$ cat config.mk
export PLATFORM = sky130hd
export DESIGN_NAME = ffsa_divider
export DESIGN_NICKNAME = d
export VERILOG_FILES = /design/src/rtl/core/ffsa_pkg.sv /design/src/rtl/core/ffsa_divider.sv
export SDC_FILE = /design/constraint.sdc
export NUM_CORES = 1
export LEC_CHECK = 0
export ABC_AREA = 1
export BUFFER_PORTS_ARGS = -buffer_cell sky130_fd_sc_hd__buf_2
export CAP_MARGIN = 15
export CORE_MARGIN = 4
export CORE_UTILIZATION = 50
export DETAILED_ROUTE_END_ITERATION = 12
export GPL_ROUTABILITY_DRIVEN = 1
export PLACE_DENSITY = 0.73
export SYNTH_ARGS = -nofsm -noshare
export SYNTH_HDL_FRONTEND = slang
export SYNTH_SLANG_ARGS = --single-unit
$ cat constraint.sdc
create_clock -name i_clk -period 5.22 [get_ports i_clk]
set_clock_uncertainty 0.15 [all_clocks]
set_input_delay 0.783 -clock i_clk [delete_from_list [all_inputs] [get_ports i_clk]]
set_output_delay 0.783 -clock i_clk [all_outputs]
set_load 0.01 [all_outputs]
$ cat src/rtl/core/ffsa_pkg.sv
`default_nettype none
package ffsa_pkg;

    localparam int unsigned MaxSegmentsDefault = 64;

    typedef enum logic [1:0] {
        ST_OK       = 2'd0,
        ST_NO_FIT   = 2'd1,
        ST_FULL     = 2'd2,
        ST_RESERVED = 2'd3
    } t_status;

    typedef enum logic [1:0] {
        CFG_POOL_BASE   = 2'd0,
        CFG_POOL_BYTES  = 2'd1,
        CFG_DEF_ALIGN   = 2'd2,
        CFG_HEADER      = 2'd3
    } t_cfg_index;

    typedef struct packed {
        logic [31:0] start;
        logic [31:0] length;
        logic        in_use;
        logic [8:0]  locality;
        logic [31:0] user_addr;
    } t_seg;

    typedef enum logic [3:0] {
        S_IDLE,
        S_RND_SIZE,
        S_RND_HDR,
        S_FREE_SCAN,
        S_FIT_SCAN,
        S_FIT_DIV,
        S_FIT_CHECK,
        S_INSERT,
        S_RESTORE,
        S_COAL,
        S_COAL_SHIFT,
        S_DONE
    } t_state;

endpackage
`default_nettype wire

$ cat src/rtl/core/ffsa_divider.sv
`default_nettype none
module ffsa_divider
    import ffsa_pkg::*;
(
    input  wire logic        i_clk,
    input  wire logic        i_rst_n,
    input  wire logic        i_start,
    input  wire logic [32:0] i_num,
    input  wire logic [12:0] i_den,
    output logic             o_busy,
    output logic [12:0]      o_rem
);
    // Restoring division, one quotient bit a cycle.
    logic [5:0]  r_cnt;
    logic [32:0] r_q;
    logic [12:0] r_r;
    logic [14:0] n_trial;

    assign n_trial = {1'b0, r_r, r_q[32]} - {2'b0, i_den};

    always_ff @(posedge i_clk) begin
        if (!i_rst_n) begin
            r_cnt <= '0;
        end else if (i_start) begin
            r_cnt <= 6'd33;
            r_q   <= i_num;
            r_r   <= '0;
        end else if (r_cnt != 6'd0) begin
            r_cnt <= r_cnt - 6'd1;
            if (!n_trial[14]) begin
                r_r <= n_trial[12:0];
                r_q <= {r_q[31:0], 1'b1};
            end else begin
                r_r <= {r_r[11:0], r_q[32]};
                r_q <= {r_q[31:0], 1'b0};
            end
        end
    end

    assign o_busy = (r_cnt != 6'd0) || i_start;
    assign o_rem  = r_r;
endmodule
`default_nettype wire

Word-level counts from Yosys, hierarchy flattened
Cells that the tools add are included.
{"block": "classes", "add_sub_neg": 2, "mul": 0, "n_div": 0, "order_cmp": 0, "n_eq_ne": 0, "shift": 0, "mux": 7, "bitwise_logic": 1, "n_reduce_logical": 5}
{"operator": "$mux 33", "n": 2}
{"operator": "$mux 13", "n": 2}
{"operator": "$sub 14x13->15", "n": 1}
{"operator": "$mux 6", "n": 2}
{"operator": "$reduce_bool 6->1", "n": 1}
{"operator": "$sub 6x1->6 const B", "n": 1}
{"operator": "$reduce_and 2->1", "n": 1}
{"operator": "$reduce_bool 2->1", "n": 1}
{"operator": "$reduce_or 2->1", "n": 1}
{"operator": "$logic_or 1x1->1", "n": 1}
{"operator": "$mux 1", "n": 1}
{"operator": "$not 1->1", "n": 1}
{"block": "totals", "ff_bits": 52, "latch_bits": 0, "ramBits": 0, "romBits": 0, "input_bits": 49, "out_inout_bits": 14, "elab_cells": 19, "n_memories": 0}

Logic depth before layout (Yosys ltp)
{"block": "depth", "ltp_word": 4, "ltp_mapped": 12, "depth_no_buf": 12}

Least setup slack after synthesis
No wires, ideal clock.
{"block": "synth_timing", "path_type": "input to register", "start": "input i_start", "end": "register r_r[0] (netlist: o_rem[0]) (enable)", "setup_time_ps": 465, "arrival_time_ps": 3561, "required_ps": 4605, "setup_slack_ps": 1045, "stages": 4, "n_path_buf": 2, "cell_sequence": "clkbuf_1 inv_1 clkbuf_8 a21oi_1"}
{"block": "synth_between", "elab_chain_len": 2}
{"element": "start: declaration", "line_no": "ffsa_divider.sv:7", "rtl": "input wire logic i_start,"}
{"element": "$reduce_bool 2->1 (no line)"}
{"element": "$reduce_and 2->1 (no line)"}
{"element": "end signal: assignment", "line_no": "ffsa_divider.sv:31", "rtl": "r_r <= n_trial[12:0];"}
{"element": "end signal: assignment", "line_no": "ffsa_divider.sv:34", "rtl": "r_r <= {r_r[11:0], r_q[32]};"}
{"element": "end: declaration", "line_no": "ffsa_divider.sv:16", "rtl": "logic [12:0] r_r;"}
Every way passes these cells.
A chain may end at the register's enable or synchronous reset.

Worst setup path after layout
{"block": "layout_timing", "start": "input i_start", "end": "output o_busy"}
{"block": "layout_between", "elab_chain_len": 1}
{"element": "$logic_or 1x1->1", "line_no": "ffsa_divider.sv:40", "rtl": "assign o_busy = (r_cnt != 6'd0) || i_start;"}
{"element": "end: declaration", "line_no": "ffsa_divider.sv:10", "rtl": "output logic o_busy,"}
Every way passes these cells.

==> flow_summary_export.csv <==
group,metric,value,unit
sta,fin_tns_setup,0,ns
detailed_routing,avgViaCountPerCell,4.791,
critical_path,start_kind,"input port",
global_route,grtUsageTotal,0.1751,
power_and_ir_drop,p_leak,1.949,nW
sta,post-route-period-util,0.5584,
sta,tightest_slew,0.9714,ns
critical_path,crit_fanout,49,
logic_synthesis,syn-num-nets,480,
detailed_routing,wl,6278,µm
power_and_ir_drop,pwr-share-clk,0.200,
global_route,antenna_found_initial,0,
clock_tree,clock_latency,0.30,ns
floorplanning,row_count,28,
clock_tree,numCtsBuffers,5,
power_and_ir_drop,power.internal,762.9,µW
sta,setup_violations,0,
detailed_routing,drt_iter0_drc,111,
sta,setup_slack,2.305,ns
place,hpwl,4893,µm
critical_path,path_depth,5,
logic_synthesis,synth_seq_cells,52,
critical_path,timing.critical_path.mode_cell,"buf_2",
layout,area_delta_synth_final,14.65,%
clock_tree,post_cts_resized,0,
logic_synthesis,avgSynthCellArea,7.658,µm²
logic_synthesis,yosysSeqAreaShare,0.4713,
critical_path,crit_type,"input port to primary output",
power_and_ir_drop,seq_power_share,0.481,
layout,layout-drive-gt1-share,0.1712,
logic_synthesis,yosysWarningCount,0,
clock_tree,postCtsSetupRepairBufs,0,
place,portBuffers,62,
critical_path,rrSetupSlack,2.79,ns
floorplanning,core_area,6061,µm²
power_and_ir_drop,powerDensity,312.2,nW/µm²
detailed_routing,routedWlPerCell,11.33,µm
global_route,grt_overflow_total,0,
global_route,grt_pass1_vias,2532,
floorplanning,dieArea,7712,µm²
clock_tree,cts_max_level,2,
layout,n_antenna_cell,0,
floorplanning,start_util,0.5256,
power_and_ir_drop,power,1.140,mW
clock_tree,cts_sinks,52,
sta,fmax,0.3431,GHz
critical_path,reg2reg_to,"o_rem[9]",
critical_path,path_cells,"buf_2, inv_1, buf_4, nand2_1, buf_2",
critical_path,cpPeakStageDelay,0.45,ns
detailed_routing,ant_nets,0,
place,place.gp.congestion,0.8364,
power_and_ir_drop,comb_power_share,0.319,
sta,final-max-slew-violation-count,0,
sta,period_minus_slack,2.915,ns
global_route,grt_max_degree,50,
critical_path,path_delay_family,"buffers and inverters",
detailed_routing,drc,0,
floorplanning,io_pins,63,
critical_path,cp_slowest_cell,"buf_2",
global_route,grt_pass1_wl,10800,µm
critical_path,crit_end,"o_busy",
critical_path,reg2reg_depth,6,
power_and_ir_drop,netSwitchingFraction,0.3310,
job,max-cap-violations,0,
detailed_routing,first_pass_iters,4,
logic_synthesis,ys_types,27,
critical_path,r2r-start,"r_cnt[0]",
layout,utilization,0.6026,
logic_synthesis,syn-cell-area,3186,µm²
critical_path,path_buf_inv,4,
worst_hold_path,hold_path.class,"flip-flop to flip-flop",
sta,max_slew_margin,0.3510,
floorplanning,die_width,87.82,µm
detailed_routing,vias,2654,
clock_tree,clkTransAtPathRegs,0.09,ns
clock_tree,cts_root_buf,"clkbuf_8",
critical_path,cp.required,4.29,ns
power_and_ir_drop,p_switching,377.5,µW
sta,hold_viol,0,
critical_path,cp_data_arrival_time,1.98,ns
layout,nets,542,
clock_tree,ctsLongestPathBuffers,2,
critical_path,crit_start,"i_start",
floorplanning,die_y,87.82,µm
status,status,"finished clean",
place,place_worst_setup_slack,2.166,ns
clock_tree,cts_tree,"yes",
power_and_ir_drop,vdd_drop_max,0.1768,mV
logic_synthesis,synthCells,416,
sta,rsz0062_at_grt,"false",
critical_path,endpoint_kind,"primary output",
clock_tree,ctsHoldBuffers,0,
## per-stage QoR
step	instances	cell area (µm²)	hold WS, ns
floorplan	416	3186	0.2949
finish	554	3652	0.3302
CTS	554	3652	0.3328
detailed placement	546	3560	0.3190
global route	554	3652	0.3700
global placement	546	3560	0.3130
## cell usage in the layout (no fill, tap or decap)
cell type  instances
inv_1             63
nand2_4            1
nand2_1          183
xor2_1             2
nand2_2            2
buf_4              3
fa_1               1
clkinv_2           2
clkbuf_8           6
a21oi_1           10
or2_2              1
nand3b_1           3
and2_1             2
a21oi_4            2
o21ai_1            2
nand3_2            1
o21ai_0            7
nor3_4             1
a31oi_1            1
ha_1              14
nand4_1            4
edfxtp_1          46
buf_2             62
dfxtp_1            6
o21ai_2            1
xnor2_1            3
nor2_1            32
nand3_1           18
## routing by layer
metal	vias to the layer above	share of wire	global-route usage
li1	1424	-	-
met1	1154	0.48	0.2316
met2	69	0.45	0.2959
met3	7	0.058	0.03293
met4	0	0.012	0.04603
met5	-	0	0
## state kept, by name, indices dropped and copies added, names as in the netlist
name	flops
o_rem	13
r_cnt	6
r_q	33
## cells by family (layout without fill, tap and decap cells)
kind of cell    count (synthesis)  after routing  share of synthesized area
fa+ha+maj                      15             15                    0.06127
flops                          52             52                     0.4713
compound gates                 23             23                    0.04124
xor+xnor                        5              5                    0.01375
simple gates                  248            248                     0.3181
buf+inv                        73            136                    0.09427
## worst min-delay path, stage by stage (launching register included)
cell     delay [ns]
dfxtp_1        0.32
inv_1          0.07
a21oi_1        0.06
## worst min-delay path by stage
stage / from / endpoint / cells after the start
after floorplan: r_cnt[1] / r_cnt[1] / 2
after global placement: r_cnt[1] / r_cnt[1] / 2
after detailed placement: r_cnt[1] / r_cnt[1] / 2
after CTS: r_cnt[1] / r_cnt[1] / 2
after global routing: r_cnt[1] / r_cnt[1] / 2
final: r_cnt[1] / r_cnt[1] / 2
## power by group through the flow
| stage | clock network, mW | registers, mW | logic (mW) |
|---|---|---|---|
| after CTS | 0.235 | 0.548 | 0.367 |
| final | 0.228 | 0.548 | 0.364 |
| after detailed placement | 0 | 0.558 | 0.365 |
| after global placement | 0 | 0.556 | 0.358 |
| after floorplan | 0 | 0.559 | 0.271 |
| after global routing | 0.256 | 0.554 | 0.423 |
## cell type report
class,count,area (µm²)
fillers,582,2409
flip-flops and latches,52,1501
multi-input cells,291,1395
repair buffers,65,332.8
inverters,63,236.5
well taps,75,93.84
clock buffers,6,82.58
clock inverters,2,10.01
## Yosys cell counts (all sizes together)
master  count  area, µm²
nand2     186      710.7
inv        63      236.5
edfxtp     46       1381
nor2       32      120.1
nand3      19      100.1
ha         14      175.2
a21oi      12      71.32
o21ai      10      53.80
clkbuf      9      43.79
dfxtp       6      120.1
nand4       4      25.02
nand3b      3      22.52
xnor2       3      26.28
and2        2      12.51
xor2        2      17.52
a31oi       1      6.260
buf         1      20.02
fa          1      20.02
nor3        1      16.27
or2         1      6.260
(Power assumes the default switching activity.)
