[config.mk]
export PLATFORM = sky130hd
export DESIGN_NAME = ffsa_cell
export DESIGN_NICKNAME = d
export VERILOG_FILES = /design/src/rtl/core/ffsa_pkg.sv /design/src/rtl/core/ffsa_cell.sv
export SDC_FILE = /design/constraint.sdc
export NUM_CORES = 1
export LEC_CHECK = 0
export BUFFER_PORTS_ARGS = -buffer_cell sky130_fd_sc_hd__buf_2
export CORE_AREA = 2 2 164 166
export DETAILED_ROUTE_END_ITERATION = 7
export DIE_AREA = 0 0 166 168
export GPL_TIMING_DRIVEN = 0
export HOLD_SLACK_MARGIN = 0.05
export PLACE_DENSITY = 0.5
export REMOVE_ABC_BUFFERS = 1
export SYNTH_ARGS = -nofsm -noshare
export SYNTH_HDL_FRONTEND = slang
export SYNTH_SLANG_ARGS = --single-unit
[constraint.sdc]
create_clock -name i_clk -period 9.45 [get_ports i_clk]
set_clock_uncertainty 0.2 [all_clocks]
set_input_delay 0.945 -clock i_clk [delete_from_list [all_inputs] [get_ports i_clk]]
set_output_delay 0.945 -clock i_clk [all_outputs]
set_load 0.02 [all_outputs]
[src/rtl/core/ffsa_pkg.sv]
`default_nettype none
package ffsa_pkg;

    localparam int unsigned MaxSegmentsDefault = 64;

    typedef enum logic [1:0] {
        ST_OK       = 2'd0,
        ST_NO_FIT   = 2'd1,
        ST_FULL     = 2'd2,
        ST_RESERVED = 2'd3
    } t_status;

    typedef enum logic [1:0] {
        CFG_POOL_BASE   = 2'd0,
        CFG_POOL_BYTES  = 2'd1,
        CFG_DEF_ALIGN   = 2'd2,
        CFG_HEADER      = 2'd3
    } t_cfg_index;

    typedef struct packed {
        logic [31:0] start;
        logic [31:0] length;
        logic        in_use;
        logic [8:0]  locality;
        logic [31:0] user_addr;
    } t_seg;

    typedef enum logic [3:0] {
        S_IDLE,
        S_RND_SIZE,
        S_RND_HDR,
        S_FREE_SCAN,
        S_FIT_SCAN,
        S_FIT_DIV,
        S_FIT_CHECK,
        S_INSERT,
        S_RESTORE,
        S_COAL,
        S_COAL_SHIFT,
        S_DONE
    } t_state;

endpackage
`default_nettype wire

[src/rtl/core/ffsa_cell.sv]
`default_nettype none
module ffsa_cell
    import ffsa_pkg::*;
(
    input  wire logic i_clk,
    input  wire logic i_init,
    input  wire t_seg i_init_seg,
    input  wire logic i_rotate,
    input  wire t_seg i_prev,
    input  wire logic i_load,
    input  wire t_seg i_load_seg,
    output t_seg      o_seg
);
    // One table entry; the row rotates so that cell 0 always holds the entry under work.
    t_seg r_seg;

    always_ff @(posedge i_clk) begin
        if (i_init) begin
            r_seg <= i_init_seg;
        end else if (i_load) begin
            r_seg <= i_load_seg;
        end else if (i_rotate) begin
            r_seg <= i_prev;
        end
    end

    assign o_seg = r_seg;
endmodule
`default_nettype wire

Word level (Yosys, flattened, before mapping)
Index checks and enable logic that the tools add are counted.
W data, S select, Z words.
Storage, ports and cells
  register bits after elaboration: 106
  bits in latches: 0
  memory bits (writable): 0
  ROM bits: 0
  input bits: 322
  output and inout port bits: 106
  logic and storage cells: 9
  memories kept: 0
Operators by class
  add/subtract/negate cells: 0
  multiply operators: 0
  divide/modulo/power cells: 0
  order comparisons: 0
  equality and inequality tests: 0
  shift-type cells: 0
  mux-type cells: 3
  bitwise logic cells: 0
  reduce and logical (&&, ||, !) cells: 1
Operator list (number)
  $mux W106: 3
  $reduce_bool A3 Y1: 1

Longest topological paths before layout
Gate-level depths: netlist of the first run.
  depth in word-level cells: 3
  gate-level depth with buffers: 5
  depth with buffers taken out: 2

Least setup slack after synthesis of the first run
Ideal clock, no wire load.
  path kind: input -> register
  start: input i_load
  end: register r_seg, in the netlist o_seg[0] (enable)
  library setup time: 0.471 ns
  arrival: 3.543 ns
  data required time: 8.779 ns
  slack: 5.236 ns
  stages on the path: 3
  buffers on the path: 2
  cell sequence: buf_6 buf_12 or3_1
Between the ends
  cells in the longest elaborated chain, start to end: 1
Ends and longest elaborated chain
  start, declared: RTL line ffsa_cell.sv:10  | input wire logic i_load,
  $reduce_bool A3 Y1 (no line)
  end signal, assigned: RTL line ffsa_cell.sv:19  | r_seg <= i_init_seg;
  end signal, assigned: RTL line ffsa_cell.sv:21  | r_seg <= i_load_seg;
  end signal, assigned: RTL line ffsa_cell.sv:23  | r_seg <= i_prev;
  end, declared: RTL line ffsa_cell.sv:15  | t_seg r_seg;
No other way between the ends.
A chain may end at the register's enable or synchronous reset.

Final worst setup path of the first run
  start: input i_init
  end: register r_seg, in the netlist o_seg[69] (enable)
Between the ends
  cells in the longest elaborated chain, start to end: 1
Ends and longest elaborated chain
  start, declared: RTL line ffsa_cell.sv:6  | input wire logic i_init,
  $reduce_bool A3 Y1 (no line)
No other way between the ends.

==> impl_metrics.yaml, run 1 <==
status:
  run_status: "complete, no violations"
detailed_routing:
  ant_nets: 0
  dr.pass1.iters: 5
  vias: 4845
  via_per_inst: 4.00
  drt_iter0_drc: 177
  drc_errors: 0
  wl_um: 16700
  wl_per_cell_um: 13.8
placed_design:
  dp_hpwl_um: 13500
  place_worst_setup_slack_ps: 5940
  place.gp.congestion: 0.788
  port_buffers: 427
cts:
  cts_hold_buf: 0
  cts.sinks: 106
  h-tree-depth: 3
  cts-resized-gates: 0
  clockRootBuffer: "clkbuf_16"
  cts_tree: "built"
  clk_path_buf_depth: 2
  cts.clk_slew.worst_paths_ps: 70
  numCtsBuffers: 9
  post-cts-setup-buffer-count: 0
layout:
  syn_to_final_growth_pct: 48.7
  post-route-util_pct: 30.8
  largest_register_ffs: 106
  drive_above_1_share_pct: 51.0
  fillCellCount: 2745
  diodes: 0
  regArea_sq_um: 3180
  final_cell_mix: "buf_2 (425), mux2i_1 (106), nand2_1 (106), edfxtp_1 (106), o21ai_0 (76)"
  multi_input_area_sq_um: 2000
  layout_commonest_cell: "buf_2"
  nets: 1188
global_routing:
  grtUsageTotal_pct: 11.6
  antenna_found_initial: 0
  grt_pass1_wl_um: 25200
  grt_pass1_vias: 4585
  overflow: 0
  grt_max_degree: 118
setup_path:
  crit_type: "in2reg"
  end_kind: "register"
  crit_required_ps: 9270
  critPathLaunchType: "input pin"
  cp_data_arrival_time_ps: 2910
  crit_path_max_fanout: 117
power:
  p_per_area_nw_per_um2: 152
  vdd_ir_drop_max_uv: 52.8
  power.leakage_uw: 0.00398
synth:
  ys_seq_elements: 106
  yosysSeqAreaShare_pct: 58.4
  yosys.cell_types.count: 10
  netlist_area_sq_um: 5450
  synth_area_per_cell_sq_um: 11.9
  syn_inst: 460
  yosys_warnings: 0
min_path:
  hold_start: "i_init_seg[67]"
  min_path_type: "in2reg"
  hold_path_end: "o_seg[67]"
  holdPathStages: 3
floorplanning:
  die_h_um: 168
  start_util_pct: 20.7
  core-area_sq_um: 26400
  die_w_um: 166
  fp-row-count: 60
  dieArea_sq_um: 27900
  ios: 428
sta:
  whs_ps: 670
  finalSetupViolations: 0
  grt_setup_unrepaired: "no"
  max_freq_ghz: 0.324
  fin_tns_setup_ps: 0
  hold_violations: 0
  final_max_slew_viol_count: 0
  period_needed_ps: 3090
  finalWorstSetupSlack_ps: 6360
  relSlewSlack_pct: 51.3
  worstMarginPinSlew_ps: 730
  fin_crit_sh_pct: 32.7
run:
  maxCapViolCount: 0
## cell type report
class	instances	share of cell area, %
sequential	106	39.3
timing repair buffer	430	27.5
multi-input combinational	319	24.7
tap	341	5.26
clock buffer	11	2.87
clock inverter	4	0.370
## layer usage
layer	part of all wire, %	GRT usage [%]
met1	39	13.4
met2	51	20.6
met3	8.2	3.76
met4	1.5	3.48
met5	0	0
## worst max path at each step
stage                     startpoint        end  slack, ps
after floorplan             i_rotate   o_seg[0]       5540
after global placement        i_init  o_seg[58]       1980
after detailed placement      i_init   o_seg[7]       5940
after CTS                     i_init  o_seg[46]       6320
after global routing          i_init  o_seg[46]       6160
final                         i_init  o_seg[69]       6360
## cell usage after synthesis (all sizes together)
library cell  instances  area [sq um]
edfxtp              106          3180
mux2i               106          1060
nand2               106           398
o21ai               106           531
buf                  25           235
clkbuf               10          37.5
or3                   1          6.26
## critical path, cell delays in order
cell	delay, ps
buf_6	430
buf_16	350
or3_4	660
buf_16	330
## where the power goes
part	internal [uW]	switching, uW	total [uW]	leakage, uW
registers	579	11.5	591	0.00112
clock network	178	171	349	0.000114
logic	119	170	289	0.00274
total	876	353	1230	0.00398
## stage by stage
stage	cell area, sq um	cells	power, uW
6_report	8110	1211	1230
5_1_grt	8110	1211	1300
4_1_cts	8110	1211	1260
3_5_place_dp	7840	1196	896
3_3_place_gp	7740	1193	899
2_1_floorplan	5180	425	733
## kinds of logic (layout without fill, tap and decap cells)
kind of cell | count (synthesis) | in the layout | share of synthesized area, %
muxes | 106 | 106 | 19.5
and+or+nand+nor | 107 | 107 | 7.41
buffers and inverters | 35 | 445 | 5.00
DFF | 106 | 106 | 58.4
AOI/OAI and AO/OA | 106 | 106 | 9.73
Note: power is estimated with default switching activity, not from simulation.
==> run 2: changes to the inputs <==
--- a/config.mk
+++ b/config.mk
@@ -6,12 +6,12 @@
 export NUM_CORES = 1
 export LEC_CHECK = 0
 export BUFFER_PORTS_ARGS = -buffer_cell sky130_fd_sc_hd__buf_2
-export CORE_AREA = 2 2 164 166
+export CORE_AREA = 2 2 165 167
 export DETAILED_ROUTE_END_ITERATION = 7
-export DIE_AREA = 0 0 166 168
+export DIE_AREA = 0 0 167 169
 export GPL_TIMING_DRIVEN = 0
 export HOLD_SLACK_MARGIN = 0.05
-export PLACE_DENSITY = 0.5
+export PLACE_DENSITY = 0.49
 export REMOVE_ABC_BUFFERS = 1
 export SYNTH_ARGS = -nofsm -noshare
 export SYNTH_HDL_FRONTEND = slang
==> constraint.sdc (replaced) <==
create_clock -name i_clk -period 2.9 [get_ports i_clk]
set_clock_uncertainty 0.2 [all_clocks]
set_input_delay 0.29 -clock i_clk [delete_from_list [all_inputs] [get_ports i_clk]]
set_output_delay 0.29 -clock i_clk [all_outputs]
set_load 0.02 [all_outputs]
==> run 2 against run 1 <==
Die area rose by 1.2%. Core utilization increased by 3.3 points. Combinational power rose to 3.6 times the previous value. Cell count grew 7.3%. First-iteration DRC count rose by 7.9%. Clock power grew to 3.5 times the previous value. Worst hold slack worse by 610 ps. Wire length up 5.1%. Critical path depth did not move. Sequential cell count unchanged. Sequential power rose to 3.3 times the previous value.
==> impl_metrics.yaml, run 2 (synthesis results as in run 1) <==
status:
  run_status: "complete, no violations"
detailed_routing:
  wl_um: 17600
  dr_wl_met3_um: 1340
  ant_nets: 0
  drt_iter0_drc: 191
  route.met2.wl_um: 9040
  vias: 5219
  met1_length_um: 6900
  dr.pass1.iters: 4
  via_per_inst: 4.02
  top_layer: "met5"
  wl_per_cell_um: 13.5
  drc_errors: 0
layout:
  drive_above_1_share_pct: 46.3
  final_cell_mix: "buf_2 (425), mux2i_1 (106), nand2_1 (106), edfxtp_1 (106), dlygate4sd3_1 (89)"
  design_area_sq_um: 9020
  syn_to_final_growth_pct: 65.4
  layout_commonest_cell: "buf_2"
  largest_register_ffs: 106
  diodes: 0
  fillCellCount: 2714
  multi_input_area_sq_um: 2000
  nets: 1277
  regArea_sq_um: 3180
sta:
  finalSetupViolations: 0
  fin_tns_setup_ps: 0
  hold_violations: 0
  fin_crit_sh_pct: 85.8
  grt_setup_unrepaired: "no"
  relSlewSlack_pct: 44.3
  worstMarginPinSlew_ps: 835
  period_needed_ps: 2490
  final_max_slew_viol_count: 0
  max_freq_ghz: 0.402
cts:
  h-tree-depth: 3
  cts.sinks: 106
  post-cts-setup-buffer-count: 0
  cts.clk_slew.worst_paths_ps: 80
  clk_path_buf_depth: 2
  cts_tree: "built"
  numCtsBuffers: 9
  clockRootBuffer: "clkbuf_16"
power:
  swShare_pct: 28.0
  vdd_ir_drop_max_uv: 225
  p_switching_uw: 1170
  comb_power_share_pct: 24.8
  internal_power_uw: 3020
  p_seq_share_pct: 46.0
  clkPwrFrac_pct: 29.2
  p_per_area_nw_per_um2: 465
  power.leakage_uw: 0.00437
setup_path:
  crit_type: "in2reg"
  critPathTopFamily: "buffers and inverters"
  end_kind: "register"
  cp_data_arrival_time_ps: 2310
  crit_path_max_fanout: 58
  cpMostUsedCell: "buf_16"
  cpMaxStageDelayCell: "or3_4"
  critPathLaunchType: "input pin"
  path_cells: "buf_6, buf_16, or3_4, buf_16"
  slowest_delay_ps: 740
  crit_required_ps: 2720
  crit_buf_inv: 3
placed_design:
  dp_hpwl_um: 13400
  placed_area_sq_um: 7840
  port_buffers: 427
  place.gp.congestion: 0.765
floorplanning:
  dieArea_sq_um: 28200
  fp-row-count: 60
  ios: 428
  die_w_um: 167
  die_h_um: 169
  core-area_sq_um: 26500
  start_util_pct: 20.6
global_routing:
  grt_pass1_wl_um: 26400
  grt_pass1_vias: 5182
  grt_max_degree: 117
  antenna_found_initial: 1
  grtUsageTotal_pct: 11.9
  overflow: 0
min_path:
  holdPathStages: 3
  hold_start: "i_init_seg[54]"
  min_path_type: "in2reg"
  hold_path_end: "o_seg[54]"
run:
  maxCapViolCount: 0
-- run 2: changes by cell type in the layout (fill, tap and decap cells not counted), sizes merged --
cell / before / now
dlygate4sd3: 0 / 89
clkinvlp: 4 / 2
bufinv: 0 / 1
clkbuf: 11 / 10
inv: 0 / 1
-- run 2: metrics by stage --
stage | setup slack, ps | power, uW | std cells | hold WS, ps | util, %
final | 412 | 4190 | 1299 | 57.1 | 34.0
after floorplan | -359 | 2390 | 425 | 277 | -
after global placement | -3960 | 2930 | 1193 | 365 | 29.2
after detailed placement | -5.76 | 2920 | 1196 | 373 | 29.6
after CTS | 378 | 4270 | 1299 | 53.4 | 34.0
after global routing | 244 | 4410 | 1299 | 69.1 | 34.0
-- run 2: power groups by stage --
stage          Combinational, uW  Clock, uW  Sequential [uW]
2_1_floorplan                180          0             2210
3_3_place_gp                 967          0             1960
3_5_place_dp                 957          0             1960
4_1_cts                     1050       1290             1930
5_1_grt                     1130       1340             1950
6_report                    1040       1220             1930
-- run 2: worst max-delay path by stage --
stage / depth (start not counted) / slack, ps / startpoint / end
after floorplan: 1 / -360 / i_rotate / o_seg[0]
after global placement: 2 / -3960 / i_init / o_seg[78]
after detailed placement: 4 / -6 / i_load / o_seg[101]
after CTS: 4 / 380 / i_load / o_seg[64]
after global routing: 4 / 240 / i_load / o_seg[6]
final: 4 / 410 / i_load / o_seg[64]
-- run 2: routing by layer --
layer	GRT usage, %	vias to the layer above
met3	3.30	20
met2	21.8	246
met5	0	-
li1	-	2666
met1	13.3	2285
met4	3.94	2
-- run 2: what timing repair did --
| action | CTS | global route |
|---|---|---|
| hold endpoints to repair | 89 | 0 |
| endpoints found under the setup margin | 0 | 0 |
| hold buffers | 89 | 0 |
| gates resized for setup | 0 | 0 |
-- run 2: final cells by class --
class	count	share of cell area, %
multi-input combinational	319	22.2
clock buffer	10	2.54
clock inverter	4	0.597
sequential	106	35.3
tap	341	4.73
timing repair buffer	519	34.6
